File: config.mk
export PLATFORM = sky130hd
export DESIGN_NAME = modbus_reply_frame_checker_top
export DESIGN_NICKNAME = d
export VERILOG_FILES = /design/src/hw/rtl/mrfc_pkg.sv /design/src/hw/rtl/mrfc_in_reg.sv /design/src/hw/rtl/mrfc_core.sv /design/src/hw/rtl/mrfc_out_reg.sv /design/src/hw/rtl/modbus_reply_frame_checker_top.sv
export SDC_FILE = /design/constraint.sdc
export NUM_CORES = 1
export LEC_CHECK = 0
export ABC_AREA = 1
export BUFFER_PORTS_ARGS = -buffer_cell sky130_fd_sc_hd__clkbuf_2
export CAP_MARGIN = 20
export CORE_AREA = 2 2 96 98
export CTS_CLUSTER_SIZE = 16
export DETAILED_ROUTE_END_ITERATION = 10
export DIE_AREA = 0 0 98 100
export PLACE_DENSITY = 0.6
export SLEW_MARGIN = 5
export SYNTH_ARGS = -nofsm -noshare
export SYNTH_HDL_FRONTEND = slang
export SYNTH_HIERARCHICAL = 1
export SYNTH_SLANG_ARGS = --single-unit
File: constraint.sdc
create_clock -name clk -period 4.9 [get_ports clk]
set_input_delay 0.245 -clock clk [delete_from_list [all_inputs] [get_ports clk]]
set_output_delay 0.245 -clock clk [all_outputs]
set_load 0.03 [all_outputs]
File: src/hw/rtl/mrfc_pkg.sv
package mrfc_pkg;

  // fixed widths of the frame counter and crc
  localparam int CountW = 6;
  localparam int CrcW = 16;

  // default frame length in bytes, legal range 3 to 64
  localparam int FrameLenDefault = 7;

  // reflected crc-16/modbus constants
  localparam logic [CrcW-1:0] CrcInit = 16'hFFFF;
  localparam logic [CrcW-1:0] CrcPoly = 16'hA001;

  // one received byte of a reply frame
  typedef struct packed {
    logic [7:0] rx_byte;
    logic       frame_start;
  } byte_item_t;

  // one checked frame
  typedef struct packed {
    logic [7:0] value_byte;
    logic       crc_good;
  } result_t;

  // one byte step of the reflected crc, eight shift and xor steps
  function automatic logic [CrcW-1:0] crc16_byte(input logic [CrcW-1:0] crc_in,
                                                 input logic [7:0] data);
    logic [CrcW-1:0] crc;
    crc = crc_in ^ {8'h00, data};
    for (int i = 0; i < 8; i++) begin
      if (crc[0]) begin
        crc = (crc >> 1) ^ CrcPoly;
      end else begin
        crc = crc >> 1;
      end
    end
    return crc;
  endfunction

endpackage

File: src/hw/rtl/mrfc_in_reg.sv
module mrfc_in_reg (
  input  logic                clk,
  input  logic                rst,
  input  logic                byte_valid,
  output logic                byte_stall,
  input  mrfc_pkg::byte_item_t byte_item,
  input  logic                take,
  output logic                q_valid,
  output mrfc_pkg::byte_item_t q_item
);

  logic                 valid;
  logic                 valid_next;
  logic                 accept;
  mrfc_pkg::byte_item_t item;

  // hold the item while the core cannot consume it
  assign byte_stall = valid && !take;
  assign accept     = byte_valid && !byte_stall;
  assign valid_next = accept || (valid && !take);

  always_ff @(posedge clk) begin
    if (rst) begin
      valid <= 1'b0;
    end else begin
      valid <= valid_next;
    end
  end

  // payload register
  always_ff @(posedge clk) begin
    if (accept) begin
      item <= byte_item;
    end
  end

  assign q_valid = valid;
  assign q_item  = item;

endmodule

File: src/hw/rtl/mrfc_core.sv
module mrfc_core #(
  parameter int FRAME_LEN = mrfc_pkg::FrameLenDefault
) (
  input  logic                 clk,
  input  logic                 rst,
  input  logic                 q_valid,
  input  mrfc_pkg::byte_item_t q_item,
  input  logic                 out_free,
  output logic                 take,
  output logic                 res_load,
  output mrfc_pkg::result_t    res_item
);

  localparam logic [mrfc_pkg::CountW-1:0] PosHeld = mrfc_pkg::CountW'(FRAME_LEN - 3);
  localparam logic [mrfc_pkg::CountW-1:0] PosLow  = mrfc_pkg::CountW'(FRAME_LEN - 2);
  localparam logic [mrfc_pkg::CountW-1:0] PosLast = mrfc_pkg::CountW'(FRAME_LEN - 1);

  logic [mrfc_pkg::CountW-1:0] byte_count;
  logic [mrfc_pkg::CountW-1:0] byte_count_next;
  logic [mrfc_pkg::CrcW-1:0]   crc_acc;
  logic [mrfc_pkg::CrcW-1:0]   crc_acc_next;
  logic [7:0]                  crc_low_seen;
  logic [7:0]                  held_value;
  logic [mrfc_pkg::CountW-1:0] pos;
  logic [mrfc_pkg::CrcW-1:0]   crc_in;
  logic [mrfc_pkg::CrcW-1:0]   crc_new;
  logic                        last;

  // position and running crc of the item, a frame start restarts both
  assign pos    = q_item.frame_start ? '0 : byte_count;
  assign crc_in = q_item.frame_start ? mrfc_pkg::CrcInit : crc_acc;
  assign crc_new = (pos < PosLow) ? mrfc_pkg::crc16_byte(crc_in, q_item.rx_byte) : crc_in;
  assign last   = (pos == PosLast);

  // a final byte waits until the result register is free
  assign take     = q_valid && (!last || out_free);
  assign res_load = take && last;

  // result, crc compared low byte first
  assign res_item.value_byte = held_value;
  assign res_item.crc_good   = ({q_item.rx_byte, crc_low_seen} == crc_new);

  // next frame state
  always_comb begin
    if (last) begin
      byte_count_next = '0;
      crc_acc_next    = mrfc_pkg::CrcInit;
    end else begin
      byte_count_next = pos + 1'b1;
      crc_acc_next    = crc_new;
    end
  end

  always_ff @(posedge clk) begin
    if (rst) begin
      byte_count   <= '0;
      crc_acc      <= mrfc_pkg::CrcInit;
      crc_low_seen <= '0;
      held_value   <= '0;
    end else if (take) begin
      byte_count <= byte_count_next;
      crc_acc    <= crc_acc_next;
      if (pos == PosHeld) begin
        held_value <= q_item.rx_byte;
      end
      if (pos == PosLow) begin
        crc_low_seen <= q_item.rx_byte;
      end
    end
  end

`ifndef ASSERT_OFF
  a_count_in_frame: assert property (@(posedge clk) disable iff (rst)
    byte_count <= PosLast)
    else $error("frame position ran past the frame end");

  a_restart_after_last: assert property (@(posedge clk) disable iff (rst)
    res_load |=> (byte_count == '0) && (crc_acc == mrfc_pkg::CrcInit))
    else $error("frame state not restarted after final byte");

  a_no_load_when_full: assert property (@(posedge clk) disable iff (rst)
    res_load |-> out_free)
    else $error("result loaded while result register busy");

  a_hold_when_stuck: assert property (@(posedge clk) disable iff (rst)
    q_valid && !take |=> $stable(byte_count) && $stable(crc_acc))
    else $error("frame state moved while item was held");
`endif

endmodule

File: src/hw/rtl/mrfc_out_reg.sv
module mrfc_out_reg (
  input  logic              clk,
  input  logic              rst,
  input  logic              res_load,
  input  mrfc_pkg::result_t res_item,
  output logic              out_free,
  output logic              result_valid,
  input  logic              result_stall,
  output mrfc_pkg::result_t result_item
);

  logic              valid;
  logic              valid_next;
  mrfc_pkg::result_t item;

  // free when empty or being taken this cycle
  assign out_free   = !valid || !result_stall;
  assign valid_next = res_load || (valid && result_stall);

  always_ff @(posedge clk) begin
    if (rst) begin
      valid <= 1'b0;
    end else begin
      valid <= valid_next;
    end
  end

  // payload register
  always_ff @(posedge clk) begin
    if (res_load) begin
      item <= res_item;
    end
  end

  assign result_valid = valid;
  assign result_item  = item;

endmodule

File: src/hw/rtl/modbus_reply_frame_checker_top.sv
// Modbus RTU reply frame checker.
// Input channel byte_valid / byte_stall / byte_item carries one reply byte per
// item with a frame_start flag; frame_start restarts the frame at position 0.
// FRAME_LEN bytes make one frame: crc-16/modbus runs over all but the last two,
// the byte three from the end is kept, and the last two bytes are the received
// crc, low byte first.
// Output channel result_valid / result_stall / result_item gives one item per
// frame, on its final byte: the kept data byte and a crc match flag.
// A final byte is held by the input register, its result by the result
// register. Throughput is one byte per cycle unless a final byte waits for
// the result register, set by the one crc byte step after the input register.
// Reset clears the frame position, loads the crc with 0xFFFF and empties both
// registers. When the receiver stalls, the result is held; a further final
// byte then waits in the input register, and byte_stall rises only once that
// register is occupied, so non-final bytes keep flowing.
module modbus_reply_frame_checker_top #(
  parameter int FRAME_LEN = mrfc_pkg::FrameLenDefault
) (
  input  logic                 clk,
  input  logic                 rst,
  input  logic                 byte_valid,
  output logic                 byte_stall,
  input  mrfc_pkg::byte_item_t byte_item,
  output logic                 result_valid,
  input  logic                 result_stall,
  output mrfc_pkg::result_t    result_item
);

  logic                 q_valid;
  mrfc_pkg::byte_item_t q_item;
  logic                 take;
  logic                 out_free;
  logic                 res_load;
  mrfc_pkg::result_t    res_item;

  // input register
  mrfc_in_reg u_in_reg (
    .clk        (clk),
    .rst        (rst),
    .byte_valid (byte_valid),
    .byte_stall (byte_stall),
    .byte_item  (byte_item),
    .take       (take),
    .q_valid    (q_valid),
    .q_item     (q_item)
  );

  // crc and frame tracking
  mrfc_core #(
    .FRAME_LEN (FRAME_LEN)
  ) u_core (
    .clk      (clk),
    .rst      (rst),
    .q_valid  (q_valid),
    .q_item   (q_item),
    .out_free (out_free),
    .take     (take),
    .res_load (res_load),
    .res_item (res_item)
  );

  // result register
  mrfc_out_reg u_out_reg (
    .clk          (clk),
    .rst          (rst),
    .res_load     (res_load),
    .res_item     (res_item),
    .out_free     (out_free),
    .result_valid (result_valid),
    .result_stall (result_stall),
    .result_item  (result_item)
  );

endmodule
# Word-level counts from Yosys, hierarchy flattened

Cells that the tools add are included.

Bits in latches: 0
Logic and storage cells: 54
Bits in read-only memories: 0
Bits of input ports: 13
Output and inout bits: 11
Memory bits (writable): 0
Register bits after elaboration: 58
Memories: 0

Shifts and indexed selects: 0
Eq/ne operators: 4
$add $sub $neg: 1
Div/mod/pow operators: 0
Reduce and logical (&&, ||, !) cells: 16
Order comparisons: 1
Multiply operators: 0
Muxes and demuxes: 13
Bitwise gates (word level): 9

Operator list:

| cell                  | number |
|---|---|
| $mux W16              | 11 |
| $not A2 Y3            | 8 |
| $eq A6 B3 Y1 const B  | 3 |
| $eq A16 B16 Y1        | 1 |
| $xor A16 B8 Y16       | 1 |
| $mux W6               | 2 |
| $add A6 B1 Y6 const B | 1 |
| $lt A6 B3 Y1 const B  | 1 |
| $logic_and A1 B1 Y1   | 5 |
| $logic_not A1 Y1      | 5 |
| $logic_or A1 B1 Y1    | 4 |
| $reduce_and A2 Y1     | 2 |

# Depth between registers and ports, before layout

Gate-level depths: netlist of the first run.

Depth in word-level cells: 20
Depth in mapped cells: 20
Gate-level depth less buffers: 19

# Modules after synthesis

Netlist of the first run, hierarchy kept.

By module, submodules not included:

| module       | sequential area each (um^2) | times used | area an instance (um^2) | cells an instance |
|---|---|---|---|---|
| mrfc_core    | 760.7                       | 1          | 2552.4                  | 435 |
| mrfc_in_reg  | 290.3                       | 1          | 316.6                   | 16 |
| mrfc_out_reg | 290.3                       | 1          | 309.0                   | 13 |

# Least setup slack after synthesis of the first run

OpenSTA, ideal clock, no wires.

Kind: reg-to-reg
Start: register u_in_reg.item (netlist bit u_in_reg/q_item[0])
End: register u_in_reg.item (netlist bit u_in_reg/q_item[0]), enable pin
Setup time: 374 ps
Path slack: 2146 ps
Path buffers: 3
Arrival time: 2380 ps
Data required time: 4526 ps
Clock period less this slack: 2754 ps
Stages on the path, launching flop included: 14
Path through: edfxtp_1 buf_4 buf_2 nor2_1 inv_1 ha_1 nand2_1 nand2_1 nand2_2 clkbuf_1 inv_1 nand2_2 inv_2 nor2_1

Longest elaborated chain between the ends: 9

RTL lines:

| what                      | line                                 | source |
|---|---|---|
| start, declared           | mrfc_in_reg.sv:15                    | `mrfc_pkg::byte_item_t item;` |
| start signal, assigned    | mrfc_in_reg.sv:33                    | `item <= byte_item;` |
| $mux W6                   | mrfc_core.sv:30                      | `assign pos = q_item.frame_start ? '0 : byte_count;` |
| $eq A6 B3 Y1              | mrfc_core.sv:33                      | `assign last = (pos == PosLast);` |
| $logic_not A1 Y1          | mrfc_core.sv:36                      | `assign take = q_valid && (!last \|\| out_free);` |
| $logic_or A1 B1 Y1        | mrfc_core.sv:36                      |  |
| $logic_and A1 B1 Y1       | mrfc_core.sv:36                      |  |
| named net take            | modbus_reply_frame_checker_top.sv:31 | `logic take;` |
| $logic_not A1 Y1          | mrfc_in_reg.sv:18                    | `assign byte_stall = valid && !take;` |
| $logic_and A1 B1 Y1       | mrfc_in_reg.sv:18                    |  |
| named net byte_stall      | modbus_reply_frame_checker_top.sv:22 | `output logic byte_stall,` |
| $logic_not A1 Y1          | mrfc_in_reg.sv:19                    | `assign accept = byte_valid && !byte_stall;` |
| $logic_and A1 B1 Y1       | mrfc_in_reg.sv:19                    |  |
| named net u_in_reg.accept | mrfc_in_reg.sv:14                    | `logic accept;` |

The timed path passes the listed nets, and every way through them passes these cells.
A chain may end at the register's enable or synchronous reset.

# Worst setup path in the final report of the first run

Start: register u_in_reg.item (netlist bit u_in_reg/q_item[0])
End: register u_in_reg.item (netlist bit u_in_reg/q_item[6]), enable pin

Longest elaborated chain between the ends: 9

RTL lines:

| what                      | line |
|---|---|
| $mux W6                   | mrfc_core.sv:30 |
| $eq A6 B3 Y1              | mrfc_core.sv:33 |
| $logic_not A1 Y1          | mrfc_core.sv:36 |
| $logic_or A1 B1 Y1        | mrfc_core.sv:36 |
| $logic_and A1 B1 Y1       | mrfc_core.sv:36 |
| named net take            | modbus_reply_frame_checker_top.sv:31 |
| $logic_not A1 Y1          | mrfc_in_reg.sv:18 |
| $logic_and A1 B1 Y1       | mrfc_in_reg.sv:18 |
| $logic_not A1 Y1          | mrfc_in_reg.sv:19 |
| $logic_and A1 B1 Y1       | mrfc_in_reg.sv:19 |
| named net u_in_reg.accept | mrfc_in_reg.sv:14 |

The timed path passes the listed nets, and every way through them passes these cells.

==> flow_summary.yaml, run 1 <==
cells_and_area:
  area_growth_syn_to_layout_pct: 13.62
  nets: 504
  fill_cells: 918
  fin_area_sq_um: 3611
  drive_gt1_frac: 0.1057
  n_antenna_cell: 0
sta:
  worst_slew_pin_slew_ps: 1008
  hold_viol_final: 0
  finalMaxSlewViolations: 0
  whs_ps: 71.34
  max_freq_mhz: 301.6
  finalSetupViolations: 0
  timing.slew.headroom: 0.3256
  tns_ps: 0
  rsz0062_at_grt: "no"
  clock-skew-final_ps: 9.701
  min_period_over_period: 0.6766
  fin_crit_ps: 3315
worst_setup_path:
  critPathLaunchType: "flip-flop"
  ff2ff_setup_slack_ps: 1580
  path_common_cell: "nand2_1"
  rr_endpoint: "u_in_reg/q_item[6]"
  end_kind: "flip-flop"
  timing_worst_setup_path_type: "reg -> reg"
  crit_fanout: 21
  cpPeakStageDelay_ps: 750
  arrival_ps: 3280
  critical_path_required_ps: 4870
  endpoint: "u_in_reg/q_item[6]"
  critical_path.startpoint: "u_in_reg/q_item[0]"
  regToRegStartpoint: "u_in_reg/q_item[0]"
  path_cells: "inv_2 > nand2_1 > nand2_4 > nor2_1 > nand2_1 > nand2_1 > nand2_2 > inv_1 > nand2_2 > inv_2 > nor2_1"
  reg2regPathDepth: 11
  crit_slowest_cell: "nor2_1"
global_routing:
  grt_pass1_vias: 2864
  gr-usage-all-layers: 0.1762
  grt_overflow_total: 0
  antenna_found_initial: 0
  grt_max_degree: 27
  grt_first_pass_wirelength_microns: 13680
die:
  rows: 35
  io_pins: 24
  core_area_sq_um: 8890
  design.die.area_sq_um: 9800
  die_h_microns: 100
  fp.dieW_microns: 98
  start_util: 0.3575
clocking:
  clock_path_buffers: 2
  cts_root_buffer: "clkbuf_8"
  cts.repair.resized: 0
  clkTransAtPathRegs_ps: 70
  ctsHoldBuffers: 0
  cts.sinks: 58
  post_cts_buffers: 0
  cts_tree: "yes"
  htree_levels: 3
  cts_buffers: 9
  clk_latency_ps: 350
hold_path:
  hp-class: "in -> reg"
  hold_start: "byte_item[7]"
drt:
  dr.pass1.iters: 4
  routedWlPerCell_microns: 13.30
  postRouteAntennaNets: 0
  dr_total_vias: 2964
  viasPerCell: 4.915
  wirelength_microns: 8021
  drt_iter0_drc: 164
  drc_errors: 0
synth:
  synth.avg_cell_area_sq_um: 6.849
  synth-edff-count: 18
  ys_seq_area_frac: 0.4220
  synthCells: 464
  syn_area_sq_um: 3178
  ys_warn_count: 6
  async_flop_share: 0
  dominantRegCellSynth: "dfxtp_1"
  ys_ff_latch: 58
  syn-num-nets: 481
  synth_cell_types: 27
pwr:
  ir_worst_vdd_v: 0.0002048
  power.density_nw_per_um2: 351.2
  p_leak_nw: 1.686
placed_design:
  numPortBuffers: 23
  hpwl_microns: 5842
  finalWeightedCongestion: 0.8870
  place_area_sq_um: 3362
run_status:
  status: "complete, no violations"
run:
  max_cap_viol_count: 0
-- worst min path at each step --
| stage | endpoint | depth (start not counted) |
|---|---|---|
| floorplan | u_out_reg/result_valid | 1 |
| global placement | u_out_reg/result_item[6] | 0 |
| detailed placement | u_out_reg/result_item[3] | 0 |
| CTS | u_in_reg/q_item[7] | 1 |
| global route | u_in_reg/q_item[7] | 1 |
| finish | u_in_reg/q_item[7] | 1 |
-- stage by stage --
| step | instances | setup WS (ps) | total power [mW] | util |
|---|---|---|---|---|
| final | 603 | 1585 | 1.268 | 0.4062 |
| after global routing | 603 | 1317 | 1.331 | 0.4062 |
| after CTS | 603 | 1568 | 1.280 | 0.4062 |
| after detailed placement | 587 | 1586 | 0.7185 | 0.3782 |
| after global placement | 587 | 1706 | 0.7167 | 0.3782 |
| after floorplan | 464 | 2146 | 0.6721 | - |
-- sequential cells by signal, summed over array words and instances, names as in the netlist --
signal                  count
u_core/crc_acc             16
u_in_reg/q_item             9
u_out_reg/result_item       9
u_core/crc_low_seen         8
u_core/held_value           8
u_core/byte_count           6
u_in_reg/q_valid            1
u_out_reg/result_valid      1
-- where the power goes --
part	internal (mW)	total [mW]	leakage [nW]	switching, mW
logic	0.0553	0.176	1.08	0.121
registers	0.516	0.534	0.483	0.0183
clock network	0.343	0.558	0.124	0.215
-- worst max-delay path: cells and delay by family (launching register included) --
| family | cells | cell delay (ps) |
|---|---|---|
| flip-flops | 1 | 700 |
| buffers and inverters | 3 | 500 |
| AND/OR/NAND/NOR | 8 | 1750 |
-- per-layer routing --
metal / share of wire / up-vias / global-route usage
met5: 0 / - / 0
met2: 0.43 / 91 / 0.2719
met4: 0.029 / 0 / 0.08868
met3: 0.071 / 17 / 0.03691
met1: 0.47 / 1330 / 0.2348
li1: - / 1526 / -
-- synth_stat cells (4+ instances only) --
master / instances / area share
a21oi_1: 39 / 0.061
buf_2: 5 / 0.0079
dfxtp_1: 40 / 0.25
edfxtp_1: 18 / 0.17
ha_1: 4 / 0.016
inv_1: 49 / 0.058
nand2_1: 174 / 0.21
nand3_1: 38 / 0.060
nor2_1: 34 / 0.040
o21a_1: 8 / 0.019
o21ai_0: 23 / 0.036
-- placed cells by master (no fill, tap or decap), types with 3 or more instances in the layout --
| cell type | synthesis | final |
|---|---|---|
| nand2_4 | 3 | 3 |
| o21ai_0 | 23 | 23 |
| xor2_1 | 3 | 3 |
| o21a_1 | 8 | 8 |
| inv_2 | 3 | 3 |
| nand2_1 | 174 | 174 |
| inv_1 | 49 | 49 |
| ha_1 | 4 | 4 |
| clkbuf_8 | 0 | 9 |
| bufinv_16 | 0 | 3 |
| nand2_2 | 3 | 3 |
| edfxtp_1 | 18 | 18 |
| dfxtp_1 | 40 | 40 |
| nor2_1 | 34 | 34 |
| nand3_1 | 38 | 38 |
| o21ai_1 | 3 | 3 |
| clkbuf_2 | 0 | 23 |
| a21oi_1 | 39 | 39 |
-- layout make-up --
class / instances / area (sq um) / share of cell area
clock buffers: 9 / 123.9 / 0.03430
clock inverters: 7 / 125.1 / 0.03465
inverters: 52 / 195.2 / 0.05405
multi-input cells: 342 / 1564 / 0.4331
flip-flops and latches: 58 / 1341 / 0.3714
well taps: 111 / 138.9 / 0.03846
repair buffers: 24 / 122.6 / 0.03396
-- kinds of logic (layout without fill, tap and decap cells) --
logic type / count (synthesis) / in the layout / synth area share
buffers and inverters: 64 / 92 / 0.08583
adders and majority gates: 4 / 4 / 0.01575
and+or+nand+nor: 260 / 260 / 0.3421
AOI/OAI and AO/OA: 75 / 75 / 0.1260
xor gates and xnor gates: 3 / 3 / 0.008269
DFF: 58 / 58 / 0.4220
(Power assumes the default switching activity.)
==> run 2: changes to the inputs <==
==> constraint.sdc (replaced) <==
create_clock -name clk -period 3.2 [get_ports clk]
set_input_delay 0.16 -clock clk [delete_from_list [all_inputs] [get_ports clk]]
set_output_delay 0.16 -clock clk [all_outputs]
set_load 0.03 [all_outputs]
==> run 2 against run 1 <==
Compared with the run above: non-clock buffer count is 14 higher; sequential share of layout area is 1.0 points lower; utilization grew 1.2 points; clock power rose by 37%; critical path depth is 8 higher; largest cell class unchanged.
==> flow_summary.yaml, run 2 (synthesis gave the netlist of run 1 again) <==
clocking:
  cts_tree: "yes"
  cts_root_buffer: "clkbuf_8"
  clkTransAtPathRegs_ps: 80
  cts.sinks: 58
  cts_buffers: 9
  htree_levels: 3
  clock_path_buffers: 2
  cts.repair.resized: 0
  clk_latency_ps: 340
die:
  io_pins: 24
  design.die.area_sq_um: 9800
  die_h_microns: 100
  rows: 35
  core_area_sq_um: 8890
  start_util: 0.3575
  fp.dieW_microns: 98
cells_and_area:
  n_antenna_cell: 0
  fin_area_sq_um: 3715
  area_growth_syn_to_layout_pct: 16.89
  top_register: "u_core/crc_acc"
  layout_common_cells: "174 x nand2_1, 49 x inv_1, 40 x dfxtp_1"
  drive_gt1_frac: 0.1126
  nets: 518
  largest_reg_flops: 16
  final_util: 0.4179
  final_common_cell: "nand2_1"
drt:
  postRouteAntennaNets: 0
  viasPerCell: 4.964
  highest_layer: "met4"
  routedWlPerCell_microns: 13.01
  dr_wl_met3_microns: 404
  drc_errors: 0
  dr_total_vias: 3063
  wirelength_microns: 8029
  dr.pass1.iters: 5
  drt_iter0_drc: 131
  drt-met1-wl_microns: 3672
  met2_length_microns: 3804
global_routing:
  grt_pass1_vias: 2948
  grt_first_pass_wirelength_microns: 13830
  grt_overflow_total: 0
  antenna_found_initial: 0
  gr-usage-all-layers: 0.1754
  grt_max_degree: 27
worst_setup_path:
  reg2regPathDepth: 19
  arrival_ps: 2920
  timing_worst_setup_path_type: "reg -> reg"
  critPathLaunchType: "flip-flop"
  critical_path_required_ps: 3400
  end_kind: "flip-flop"
  crit_fanout: 18
sta:
  max_freq_mhz: 366.9
  fin_ws_ps: 474.3
  fin_crit_ps: 2726
  hold_viol_final: 0
  rsz0062_at_grt: "no"
  tns_ps: 0
  min_period_over_period: 0.8518
  clock-skew-final_ps: 16.94
  finalSetupViolations: 0
  whs_ps: 65.71
  finalMaxSlewViolations: 0
  worst_slew_pin_slew_ps: 574.3
  timing.slew.headroom: 0.6167
run:
  max_cap_viol_count: 0
hold_path:
  whs_path_depth: 3
  hp-class: "in -> reg"
run_status:
  status: "complete, no violations"
placed_design:
  place_ws_ps: 512.6
  place_area_sq_um: 3400
  finalWeightedCongestion: 0.8927
  hpwl_microns: 5766
  numPortBuffers: 23
pwr:
  power.density_nw_per_um2: 500.8
  p_leak_nw: 1.729
  ir_worst_vdd_v: 0.0003576
[run 2: through the flow]
stage | instances | total power [mW]
after floorplan | 464 | 1.029
after global placement | 592 | 1.099
after detailed placement | 592 | 1.102
after CTS | 616 | 1.876
after global routing | 617 | 1.959
final | 617 | 1.861
[run 2: area by class of cell]
class | instances | area [sq um]
clock buffers | 9 | 123.9
multi-input cells | 342 | 1564
fillers | 928 | 5175
well taps | 111 | 138.9
flip-flops and latches | 58 | 1341
inverters | 52 | 195.2
repair buffers | 38 | 250.2
clock inverters | 7 | 101.3
[run 2: critical path, cell delays in order (launching register included)]
cell,delay (ps)
edfxtp_1,420
buf_4,200
nor2_1,210
inv_1,100
ha_1,240
inv_1,60
nand3_1,170
nand2_4,250
nand2_1,100
nand2_1,100
nand2_1,50
nand2_1,50
nand2_1,50
nor2_1,120
nand2_1,60
nor2_1,80
nand2_1,60
nor2_1,100
nand3_1,80
nor2_1,90
[run 2: timing repair]
action / in CTS / in global routing
setup buffers: 0 / 0
hold buffers: 8 / 1
hold endpoints to repair: 8 / 1
[run 2: power by group]
group	total (mW)	leakage [nW]	internal [mW]	switching (mW)
Combinational	0.286	1.14	0.0948	0.191
Clock	0.762	0.106	0.443	0.319
Sequential	0.812	0.483	0.789	0.0231
[run 2: worst paths after layout]
| check | from | endpoint | slack [ps] |
|---|---|---|---|
| worst min register to register | u_core/held_value[6] | u_out_reg/result_item[7] | 440 |
| worst min-delay path | result_stall | u_out_reg/result_valid | 70 |
| worst max-delay path | u_in_reg/q_item[0] | u_out_reg/result_item[0] | 470 |
| worst max register to register | u_in_reg/q_item[0] | u_out_reg/result_item[0] | 470 |
[run 2: routing by layer]
metal	vias up	track usage
met4	0	0.07265
met1	1395	0.2195
li1	1553	-
met2	104	0.2956
met5	-	0
met3	11	0.03691
==> run 3: changes to the inputs <==
--- a/config.mk
+++ b/config.mk
@@ -7,14 +7,13 @@
 export LEC_CHECK = 0
 export ABC_AREA = 1
 export BUFFER_PORTS_ARGS = -buffer_cell sky130_fd_sc_hd__clkbuf_2
-export CAP_MARGIN = 20
-export CORE_AREA = 2 2 96 98
+export CAP_MARGIN = 10
+export CORE_AREA = 2 2 98 100
 export CTS_CLUSTER_SIZE = 16
 export DETAILED_ROUTE_END_ITERATION = 10
-export DIE_AREA = 0 0 98 100
+export DIE_AREA = 0 0 100 102
 export PLACE_DENSITY = 0.6
 export SLEW_MARGIN = 5
 export SYNTH_ARGS = -nofsm -noshare
 export SYNTH_HDL_FRONTEND = slang
-export SYNTH_HIERARCHICAL = 1
 export SYNTH_SLANG_ARGS = --single-unit
==> run 3 against run 2 <==
Compared with the run above: routed wire length rose by 1.5%; clock-buffer cell count rose by 2; critical path depth fell by 2; setup slack improved by 240 ps; fmax rose by 9.9%; worst hold slack got worse by 44 ps; clock skew fell by 7.7 ps; synthesized cell count rose by 3.2%; final cell count rose by 1.5%; sequential share of layout area fell by 0.19 points; first-iteration DRC count rose by 44%; highest routed layer unchanged.
==> flow_summary.yaml, run 3 <==
clocking:
  post_cts_buffers: 0
  cts.sinks: 58
  ctsHoldBuffers: 8
  cts_buffers: 9
  cts.repair.resized: 0
  cts_tree: "yes"
  clk_latency_ps: 340
  clock_path_buffers: 2
  htree_levels: 3
  clkTransAtPathRegs_ps: 70
  cts_root_buffer: "clkbuf_8"
cells_and_area:
  top_register: "u_core.crc_acc"
  fin_area_sq_um: 3735
  n_antenna_cell: 0
  final_common_cell: "nand2_1"
  fill_cells: 955
  final_util: 0.4100
  nets: 527
  drive_gt1_frac: 0.1243
  largest_reg_flops: 16
  layout_common_cells: "189 x nand2_1, 51 x inv_1, 45 x nand3_1"
  area_growth_syn_to_layout_pct: 13.07
die:
  rows: 35
  die_h_microns: 102
  core_area_sq_um: 9109
  start_util: 0.3626
  io_pins: 24
  design.die.area_sq_um: 10200
  fp.dieW_microns: 100
synth:
  synth-adder-area-share: 0.01515
  synth_area_leader_cell: "dfxtp_1"
  dominantRegCellSynth: "dfxtp_1"
  synth_top_family_by_area: "simple AND/OR/NAND/NOR gates"
  yosys.area_share.simple: 0.3629
  synth-edff-count: 18
  yosysMostFrequentCell: "nand2_1"
  ys_warn_count: 0
  ys_seq_area_frac: 0.4061
  yosys-top-cells-count: "189 x nand2_1, 51 x inv_1, 45 x nand3_1"
  synth.mux.area_fraction: 0
  syn-num-nets: 496
  synth-compound-area-share: 0.1102
  synthCells: 479
  synth_top_area_frac: 0.2424
  synthXorXnorAreaFrac: 0.01061
  ys_top_cells_by_area: "dfxtp_1 24%, nand2_1 21%, edfxtp_1 16%"
  synth_cell_types: 31
  ys_ff_latch: 58
  synth.avg_cell_area_sq_um: 6.896
  async_flop_share: 0
  syn_area_sq_um: 3303
worst_setup_path:
  critical-path-top-delay-family: "simple AND/OR/NAND/NOR gates"
  critPathLaunchType: "flip-flop"
  cpPeakStageDelay_ps: 430
  timing_worst_setup_path_type: "reg -> reg"
  crit_buf_inv: 2
  path_cells: "nor2_1 > inv_1 > ha_1 > nor2_1 > nor2_2 > buf_4 > nand2_1 > nand2_1 > nand2_1 > nand2_1 > nor2_1 > nand2_1 > nor2_1 > nand3_1 > nor2_1 > nand3_1 > nor2_1"
  arrival_ps: 2680
  crit_fanout: 15
  end_kind: "flip-flop"
  critical_path_required_ps: 3400
  crit_slowest_cell: "edfxtp_1"
  path_common_cell: "nor2_1"
sta:
  rsz0062_at_grt: "no"
  timing.slew.headroom: 0.6230
  fin_crit_ps: 2481
  tns_ps: 0
  finalMaxSlewViolations: 0
  finalSetupViolations: 0
  max_freq_mhz: 403.1
  whs_ps: 21.22
  worst_slew_pin_slew_ps: 564.9
  hold_viol_final: 0
  min_period_over_period: 0.7753
  clock-skew-final_ps: 9.256
placed_design:
  place_area_sq_um: 3483
  finalWeightedCongestion: 0.9055
  hpwl_microns: 5888
  numPortBuffers: 23
global_routing:
  grt_pass1_vias: 2861
  grt_max_degree: 22
  grt_overflow_total: 0
  gr-usage-all-layers: 0.1710
  antenna_found_initial: 0
  grt_first_pass_wirelength_microns: 13570
pwr:
  p_leak_nw: 1.706
  finalPower_mw: 1.697
  ir_worst_vdd_v: 0.0002292
  power.density_nw_per_um2: 454.5
run_status:
  status: "complete, no violations"
drt:
  routedWlPerCell_microns: 13.02
  drc_errors: 0
  dr_total_vias: 3032
  dr.pass1.iters: 5
  postRouteAntennaNets: 0
  wirelength_microns: 8152
  drt_iter0_drc: 189
  viasPerCell: 4.843
run:
  max_cap_viol_count: 0
hold_path:
  hp-class: "in -> reg"
## run 3: changes by cell type after synthesis, moves of 4 or more
cell | before | now
a21oi_1 | 39 | 23
nand2_1 | 174 | 189
nand3_1 | 38 | 45
o211ai_1 | 0 | 11
o21a_1 | 8 | 1
o21ai_0 | 23 | 19
## run 3: metal layers
metal	GRT usage	up-vias	share of wire
met3	0.03762	12	0.042
met1	0.2094	1350	0.46
met4	0.07587	0	0.026
met2	0.2905	73	0.47
li1	-	1597	-
met5	0	-	0
## run 3: path summary, 6_finish.rpt
| path | startpoint | endpoint | slack (ps) | cells past startpoint |
|---|---|---|---|---|
| worst max-delay path | u_in_reg.q_item[0] | u_out_reg.result_item[0] | 720 | 17 |
| worst min-delay path | byte_item[1] | u_in_reg.q_item[1] | 20 | 1 |
| worst max register to register | u_in_reg.q_item[0] | u_out_reg.result_item[0] | 720 | 17 |
| worst min register to register | u_core.held_value[6] | u_out_reg.result_item[7] | 430 | 0 |
## run 3: cell type report
class,instances,area [sq um],area share
Clock buffer,11,141.4,0.03786
Clock inverter,5,30.03,0.008040
Inverter,56,210.2,0.05628
Multi-Input combinational cell,350,1648,0.4412
Sequential cell,58,1341,0.3591
Tap cell,111,138.9,0.03719
Timing Repair Buffer,35,225.2,0.06030
## run 3: cells by family (layout without fill, tap and decap cells)
| family | count (synthesis) | count (layout) |
|---|---|---|
| AO/OA/AOI/OAI | 63 | 63 |
| XOR/XNOR | 4 | 4 |
| adder cells (fa/ha/maj) | 4 | 4 |
| buffers and inverters | 71 | 107 |
| flip-flops | 58 | 58 |
| AND/OR/NAND/NOR | 279 | 279 |
## run 3: metrics by stage
| step | worst slack [ps] | std cells |
|---|---|---|
| after floorplan | 767.6 | 479 |
| after global placement | 840.2 | 602 |
| after detailed placement | 741.5 | 602 |
| after CTS | 726.3 | 626 |
| after global routing | 509.9 | 626 |
| final | 719.0 | 626 |
## run 3: power by group
part	internal [mW]	switching (mW)
logic	0.0962	0.191
clock network	0.298	0.303
registers	0.783	0.0266
